File: config.mk
export PLATFORM = sky130hd
export DESIGN_NAME = ghi_controller
export DESIGN_NICKNAME = d
export VERILOG_FILES = /design/src/ghi_pkg.sv /design/src/ghi_controller.sv
export SDC_FILE = /design/constraint.sdc
export NUM_CORES = 1
export LEC_CHECK = 0
export ABC_AREA = 1
export BUFFER_PORTS_ARGS = -buffer_cell sky130_fd_sc_hd__clkbuf_2
export CAP_MARGIN = 20
export CELL_PAD_IN_SITES_DETAIL_PLACEMENT = 0
export CELL_PAD_IN_SITES_GLOBAL_PLACEMENT = 1
export CORE_ASPECT_RATIO = 0.5
export CORE_MARGIN = 2
export CORE_UTILIZATION = 33
export DETAILED_ROUTE_END_ITERATION = 10
export GPL_TIMING_DRIVEN = 0
export PLACE_DENSITY = 0.77
export SLEW_MARGIN = 5
export SYNTH_ARGS = -nofsm -noshare
export SYNTH_HDL_FRONTEND = slang
export SYNTH_SLANG_ARGS = --single-unit
File: constraint.sdc
create_clock -name clk -period 1.36 [get_ports clk]
set_input_delay 0.068 -clock clk [delete_from_list [all_inputs] [get_ports clk]]
set_output_delay 0.068 -clock clk [all_outputs]
set_load 0.005 [all_outputs]
File: src/ghi_pkg.sv
// Package for the grid height interpolator: widths, store depth, command codes,
// controller/datapath command and status structs. No dependencies.
package ghi_pkg;
  localparam int COORD_WIDTH = 32;
  localparam int MAX_COLUMNS = 64;
  localparam int MAX_ROWS = 64;
  localparam int ADDR_WIDTH = 12;
  localparam int STORE_DEPTH = 1 << ADDR_WIDTH;
  localparam int CFG_WIDTH = 7;
  localparam int DIM_WIDTH = 9;
  localparam int MAG_WIDTH = COORD_WIDTH + 1;
  localparam int PROD_WIDTH = 2 * MAG_WIDTH;
  localparam int QUOT_LIMIT_LOG = 2 * COORD_WIDTH - 2;
  localparam int DIV_CNT_WIDTH = $clog2(PROD_WIDTH + 1);

  localparam logic CMD_WRITE = 1'b0;
  localparam logic CMD_QUERY = 1'b1;

  localparam logic [0:0] REG_COLUMNS = 1'b0;
  localparam logic [0:0] REG_ROWS = 1'b1;

  typedef enum logic [2:0] {
    RD_SRC_QX = 3'd0,
    RD_SRC_QZ = 3'd1,
    RD_K0M    = 3'd2,
    RD_K0     = 3'd3,
    RD_K1M    = 3'd4,
    RD_K1     = 3'd5
  } rd_sel_t;

  typedef enum logic [2:0] {
    LERP_ROW0 = 3'd0,
    LERP_ROW1 = 3'd1,
    LERP_COL  = 3'd2,
    LERP_NONE = 3'd3
  } lerp_sel_t;

  // controller -> datapath
  typedef struct packed {
    logic        load_query;
    logic        write_node;
    logic        init_search;
    logic        rd_issue;
    rd_sel_t     rd_what;
    logic        rd_capture;
    logic        step_i;
    logic        step_j;
    logic        lerp_start;
    lerp_sel_t   lerp_sel;
    logic        lerp_save;
    logic        out_load;
  } dp_cmd_t;

  // datapath -> controller
  typedef struct packed {
    logic i_more;   // qx > x[i] and i < cols-1
    logic j_more;
    logic zero_span;
    logic div_done;
  } dp_status_t;

  function automatic logic signed [COORD_WIDTH-1:0] sat_coord(
      input logic signed [COORD_WIDTH+1:0] v);
    logic signed [COORD_WIDTH+1:0] hi;
    logic signed [COORD_WIDTH+1:0] lo;
    hi = (COORD_WIDTH+2)'({1'b0, {(COORD_WIDTH-1){1'b1}}});
    lo = -hi - 1;
    if (v > hi) sat_coord = hi[COORD_WIDTH-1:0];
    else if (v < lo) sat_coord = lo[COORD_WIDTH-1:0];
    else sat_coord = v[COORD_WIDTH-1:0];
  endfunction
endpackage

File: src/ghi_controller.sv
// Sequencer for writes, the two grid searches, node fetch and three lerp steps.
// Depends on ghi_pkg.
module ghi_controller (
  input  logic clk,
  input  logic rst,
  input  logic in_valid,
  output logic in_stall,
  input  logic command,
  output logic out_valid,
  input  logic out_stall,
  output ghi_pkg::dp_cmd_t cmd,
  input  ghi_pkg::dp_status_t status
);
  typedef enum logic [10:0] {
    S_IDLE   = 11'b00000000001,
    S_IRD    = 11'b00000000010,
    S_IWAIT  = 11'b00000000100,
    S_ICHK   = 11'b00000001000,
    S_JRD    = 11'b00000010000,
    S_JWAIT  = 11'b00000100000,
    S_JCHK   = 11'b00001000000,
    S_FETCH  = 11'b00010000000,
    S_CHK0   = 11'b00100000000,
    S_LERP   = 11'b01000000000,
    S_WAIT   = 11'b10000000000
  } state_t;

  state_t state, state_next;
  logic [2:0] fetch, fetch_next;
  ghi_pkg::lerp_sel_t lsel, lsel_next;
  logic out_valid_next;

  assign in_stall = (state != S_IDLE) || (out_valid && out_stall);

  always_ff @(posedge clk) begin
    if (rst) begin
      state <= S_IDLE;
      fetch <= '0;
      lsel <= ghi_pkg::LERP_ROW0;
      out_valid <= 1'b0;
    end else begin
      state <= state_next;
      fetch <= fetch_next;
      lsel <= lsel_next;
      out_valid <= out_valid_next;
    end
  end

  always_comb begin
    state_next = state;
    fetch_next = fetch;
    lsel_next = lsel;
    out_valid_next = out_valid && out_stall;
    cmd = '0;
    cmd.lerp_sel = lsel;
    cmd.rd_what = ghi_pkg::RD_SRC_QX;
    case (state)
      S_IDLE: begin
        if (in_valid && !in_stall) begin
          if (command == ghi_pkg::CMD_WRITE) cmd.write_node = 1'b1;
          else begin
            cmd.load_query = 1'b1;
            cmd.init_search = 1'b1;
            state_next = S_IRD;
          end
        end
      end
      S_IRD: begin
        cmd.rd_what = ghi_pkg::RD_SRC_QX; cmd.rd_issue = 1'b1; state_next = S_ICHK;
      end
      S_ICHK: begin
        if (status.i_more) begin cmd.step_i = 1'b1; state_next = S_IRD; end
        else state_next = S_JRD;
      end
      S_JRD: begin
        cmd.rd_what = ghi_pkg::RD_SRC_QZ; cmd.rd_issue = 1'b1; state_next = S_JCHK;
      end
      S_JCHK: begin
        if (status.j_more) begin cmd.step_j = 1'b1; state_next = S_JRD; end
        else begin fetch_next = ghi_pkg::RD_K0M; state_next = S_FETCH; end
      end
      S_FETCH: begin
        // issue reads k0-1, k0, k1-1, k1; capture each in the cycle after its issue
        if (fetch <= ghi_pkg::RD_K1) begin
          cmd.rd_what = ghi_pkg::rd_sel_t'(fetch);
          cmd.rd_issue = 1'b1;
        end
        if (fetch >= ghi_pkg::RD_K0) cmd.rd_capture = 1'b1;
        fetch_next = fetch + 1'b1;
        if (fetch == 3'd6) state_next = S_CHK0;
      end
      S_CHK0: begin
        if (status.zero_span) begin
          cmd.out_load = 1'b1;
          out_valid_next = 1'b1;
          state_next = S_IWAIT;
        end else begin
          lsel_next = ghi_pkg::LERP_ROW0;
          state_next = S_LERP;
        end
      end
      S_LERP: begin cmd.lerp_start = 1'b1; state_next = S_WAIT; end
      S_WAIT: begin
        if (status.div_done) begin
          if (lsel == ghi_pkg::LERP_COL) begin
            cmd.out_load = 1'b1;
            out_valid_next = 1'b1;
            state_next = S_IWAIT;
          end else begin
            cmd.lerp_save = 1'b1;
            lsel_next = (lsel == ghi_pkg::LERP_ROW0) ? ghi_pkg::LERP_ROW1 : ghi_pkg::LERP_COL;
            state_next = S_LERP;
          end
        end
      end
      S_IWAIT: begin
        // hold until the previous result is taken
        if (!(out_valid && out_stall)) state_next = S_IDLE;
      end
      default: state_next = S_IDLE;
    endcase
  end
endmodule

Word level (Yosys, flattened, before mapping) --
Index checks and enable logic that the tools add are counted.
Storage, ports and cells: bits of input ports 9, flip-flop bits (word level) 18
Operators by class: eq/ne operators 21, add/subtract/negate cells 1, reduce and logical (&&, ||, !) cells 10, $lt $le $gt $ge 2, muxes and demuxes 40
Operator list (number):
- one-hot mux 11 bit (10 select lines) | 1
- 2-to-1 mux 11 bit | 5
- 2-to-1 mux 10 bit | 2
- 2-to-1 mux 3 bit | 6
- 2-to-1 mux 1 bit | 16
- inequality test 2 bit (second input constant) | 8
- one-hot mux 3 bit (2 select lines) | 2
- one-hot mux 4 bit (3 select lines) | 1
- == test 11 x 1 -> 1 bit (second input constant) | 1
- == test 11 x 10 -> 1 bit (second input constant) | 1
- == test 11 bit (second input constant) | 1
- == test 11 x 2 -> 1 bit (second input constant) | 1
- == test 11 x 3 -> 1 bit (second input constant) | 1
- == test 11 x 4 -> 1 bit (second input constant) | 1
- == test 11 x 5 -> 1 bit (second input constant) | 1
- == test 11 x 7 -> 1 bit (second input constant) | 1
- == test 11 x 8 -> 1 bit (second input constant) | 1
- == test 11 x 9 -> 1 bit (second input constant) | 1
- inequality test 11 x 1 -> 1 bit (second input constant) | 1
- 2-to-1 mux 8 bit | 1
- 2-to-1 mux 5 bit | 1
- AND reduction 5 bit | 1
- 2-to-1 mux 2 bit | 2
- 2-to-1 mux 4 bit | 1
- other kinds (13) | 16

Longest topological paths before layout --
depth in word-level cells 6, mapped depth 11

Worst setup path after synthesis --
No wires, ideal clock.
kind flip-flop to flip-flop, start point register state[4], end point register state[0], library setup time 119 ps, arrival time 1162 ps, buffers on the path 0, stages on the path, launching flop included 11, slack 79 ps, path through dfxtp_1 nor2_4 nand2_4 nor2_4 nand2_2 a21oi_4 inv_2 nand3_4 nand2_1 nand2_1 nand2_1
On the way: word-level cells in the longest chain between the ends 6, elaborated cells between the ends (all ways) 21
RTL lines:
- start: declaration | line ghi_controller.sv:28 | state_t state, state_next;
- start signal: assignment | line ghi_controller.sv:42 | state <= state_next;
- inequality test 11 x 1 -> 1 bit | line ghi_controller.sv:33 | assign in_stall = (state != S_IDLE) || (out_valid && out_stall);
- logical OR 1 bit | line ghi_controller.sv:33
- logical NOT 1 bit | line ghi_controller.sv:59 | if (in_valid && !in_stall) begin
- logical AND 1 bit | line ghi_controller.sv:59
- inequality test 2 bit (no source line)
- AND reduction 5 bit (no source line)
Parallel ways exist; a longest one is shown, timed or not. A chain may end at the register's enable or synchronous reset.

==> results.ini <==
[synthesis]
netlist_area_um2=1230
synth_fa_ha_area_frac=0.0304
seq_area_frac_synth=0.259
syn_area_per_cell_um2=6.57
synth_top_area_cell=dfxtp_1
yosys.cell_types.count=28
syn_nets=200
synth-seq-cells=16
synthTopCellsByArea=dfxtp_1, nand2_1, inv_1
synth_top_family_by_area=simple AND/OR/NAND/NOR gates
ys_warn_count=0
synth.top_cell.area_share=0.259
synthSimpleGateAreaFrac=0.487
synth_compound_gate_area_share=0.0902
synth_mux_area_frac=0
synth_xor_area_frac=0
netlist_instances=188

[sta]
hold_slack_ns=0.136
period_minus_slack_ns=1.57
rsz0062_at_grt=yes
finalSetupViolCount=26
fin_crit_sh=1.16
slew_viol_final=0
hold_viol_final=0
skew_ns=0.00222
fin_ws_ns=-0.212
max_freq_mhz=636

[pwr]
p_per_area_nw_per_um2=1750
worst_ir_drop_vdd_uv=521
p_leak_nw=0.965

[finish]
antenna_cells=0
final_cell_mix=nand2_1, inv_1, clkbuf_2, buf_4, nor2_1
fin_nets=253
syn_to_final_growth_pct=53.0
n_fill_cell=354
mostFrequentLayoutCell=nand2_1
post-route-util=0.538
drive_gt1_frac=0.546

[detailed_routing]
drt-initial-drc-count=40
wl_met1_um=1710
first_pass_iters=4
wl_met2_um=1490
wl_per_cell_um=11.7
top_layer_used=met4
wl_met3_um=153
drc_errors=0
antenna_left=0
route.vias.total=1313
routed_wl_um=3390
vias_per_cell=4.51

[setup_path]
cp_cell_sequence=nor2_4 > nand2_4 > nor2_8 > nand2_4 > o21ai_2 > nand2_1 > inv_1 > buf_2
crit_top_cell=nand2_4
reg2regPathDepth=12
slowest_stage=dfxtp_2
crit_path_end_kind=output port
critPathMaxFanout=4
crit_arrival_ns=1.50
cp.depth=8
start_kind=flip-flop
crit_type=flip-flop to output port
critPathBufInv=2
rr_endpoint=state[0]$_SDFFE_PP1P_
max_stage_delay_ns=0.34
r2r_start=state[6]$_SDFFE_PP0P_
reg2reg_slack_ns=-0.16
crit_required_ns=1.29
critPathTopFamily=simple AND/OR/NAND/NOR gates

[min_path]
min_from=status[2]
hold_depth=4
hold_path_class=input pin to flip-flop
min_to=state[7]$_SDFFE_PP0P_

[global_route]
grt_usage=0.159
grt_pass1_wl_um=5150
first_global_vias=1085
antenna_found_initial=0
grt.overflow.total=0
grt_max_degree=10

[cts]
htree_num_levels=1
cts_root_buf=clkbuf_8
cts_num_sinks=16
clkLatencyLatePin_ns=0.26
clockBufferDepth=2
cts.clk_slew.worst_paths_ns=0.07
cts_buffers=3
cts_tree=built

[placement]
hpwlAfterDp_um=2370
globalplace.congestion=0.800
port_buffers=24

[die]
die_width_um=90.5
dieArea_um2=4280
ioPinCount=27
initial_utilization=0.352
dieHeight_um=47.3
core_region_area_um2=3510
fp-row-count=15

[outcome]
failed_checks=negative setup slack
status=finished with violations

[run]
max_cap_violations=0

==> final cells by class <==
| cell class | instances | area (um^2) | area share |
|---|---|---|---|
| sequential | 16 | 342 | 0.181 |
| multi-input combinational | 132 | 923 | 0.489 |
| clock buffer | 4 | 55.1 | 0.0291 |
| tap | 51 | 63.8 | 0.0338 |
| inverter | 37 | 145 | 0.0768 |
| timing repair buffer | 48 | 340 | 0.180 |
| buffer | 3 | 20.0 | 0.0106 |
==> logic make-up (layout without fill, tap and decap cells) <==
group,count (synthesis),count (layout)
adder cells (fa/ha/maj),3,3
flip-flops,16,16
AND/OR/NAND/NOR,111,111
other,1,1
AO/OA/AOI/OAI,17,17
buffers and inverters,40,92
==> metrics by stage <==
| step | power [W] | worst slack [ns] | setup TNS, ns | cells | cell area [um^2] |
|---|---|---|---|---|---|
| global route | 0.00353 | -0.310 | -5.30 | 291 | 1890 |
| CTS | 0.00290 | -0.234 | -2.95 | 283 | 1700 |
| detailed placement | 0.00202 | -0.0854 | -0.566 | 263 | 1420 |
| global placement | 0.00201 | -0.0806 | -0.368 | 263 | 1420 |
| finish | 0.00330 | -0.212 | -2.99 | 291 | 1890 |
| floorplan | 0.00172 | 0.0794 | 0 | 188 | 1230 |
==> report_power, final <==
group          internal (W)  switching [W]  total (W)
logic              0.000980        0.00118    0.00216
clock network      0.000258       0.000204   0.000462
registers          0.000575       0.000106   0.000681
total               0.00181        0.00148    0.00330
==> Yosys cell counts (all sizes together) <==
master	instances
a211oi	1
a21oi	7
buf	2
clkbuf	1
clkinv	1
conb	1
dfxtp	16
ha	3
inv	36
nand2	52
nand3	20
nand4	3
nor2	32
nor3	3
o211ai	2
o21ai	7
or2	1
==> routing by layer <==
layer  GRT usage  vias up
met5           0        -
met4      0.0462        0
met3      0.0449        5
met2       0.255       22
met1       0.216      600
li1            -      686
==> flip-flops by register name, summed over array words and instances (netlist names) <==
register and count:
state 10, fetch 3, lsel 2, out_valid 1
==> worst register-to-register path, stage by stage, from the launching register on <==
cell and delay (ns):
dfxtp_2 0.37, nor2_4 0.06, nand2_4 0.12, nor2_8 0.07, buf_6 0.12, nand3_4 0.06
nand2_2 0.06, inv_2 0.07, nand2_2 0.07, nor2_4 0.20, nand2_1 0.09, nand2_2 0.07
nand2_1 0.04
==> timing repair <==
item | in CTS | in global routing
buffers inserted | 16 | 8
hold buffers | 0 | 0
endpoints found under the setup margin | 25 | 28
gates resized for setup | 33 | 46
pin swaps | 15 | 28
==> worst max-delay path by stage <==
| stage | start | end | slack [ns] |
|---|---|---|---|
| final | state[4]$_SDFFE_PP0P_ | cmd[0] | -0.21 |
| after global placement | state[7]$_SDFFE_PP0P_ | state[0]$_SDFFE_PP1P_ | -0.08 |
| after CTS | state[6]$_SDFFE_PP0P_ | cmd[15] | -0.23 |
| after floorplan | state[4]$_SDFFE_PP0P_ | state[0]$_SDFFE_PP1P_ | 0.08 |
| after global routing | state[4]$_SDFFE_PP0P_ | cmd[0] | -0.31 |
| after detailed placement | state[4]$_SDFFE_PP0P_ | state[6]$_SDFFE_PP0P_ | -0.09 |
Note: power is estimated with default switching activity, not from simulation.
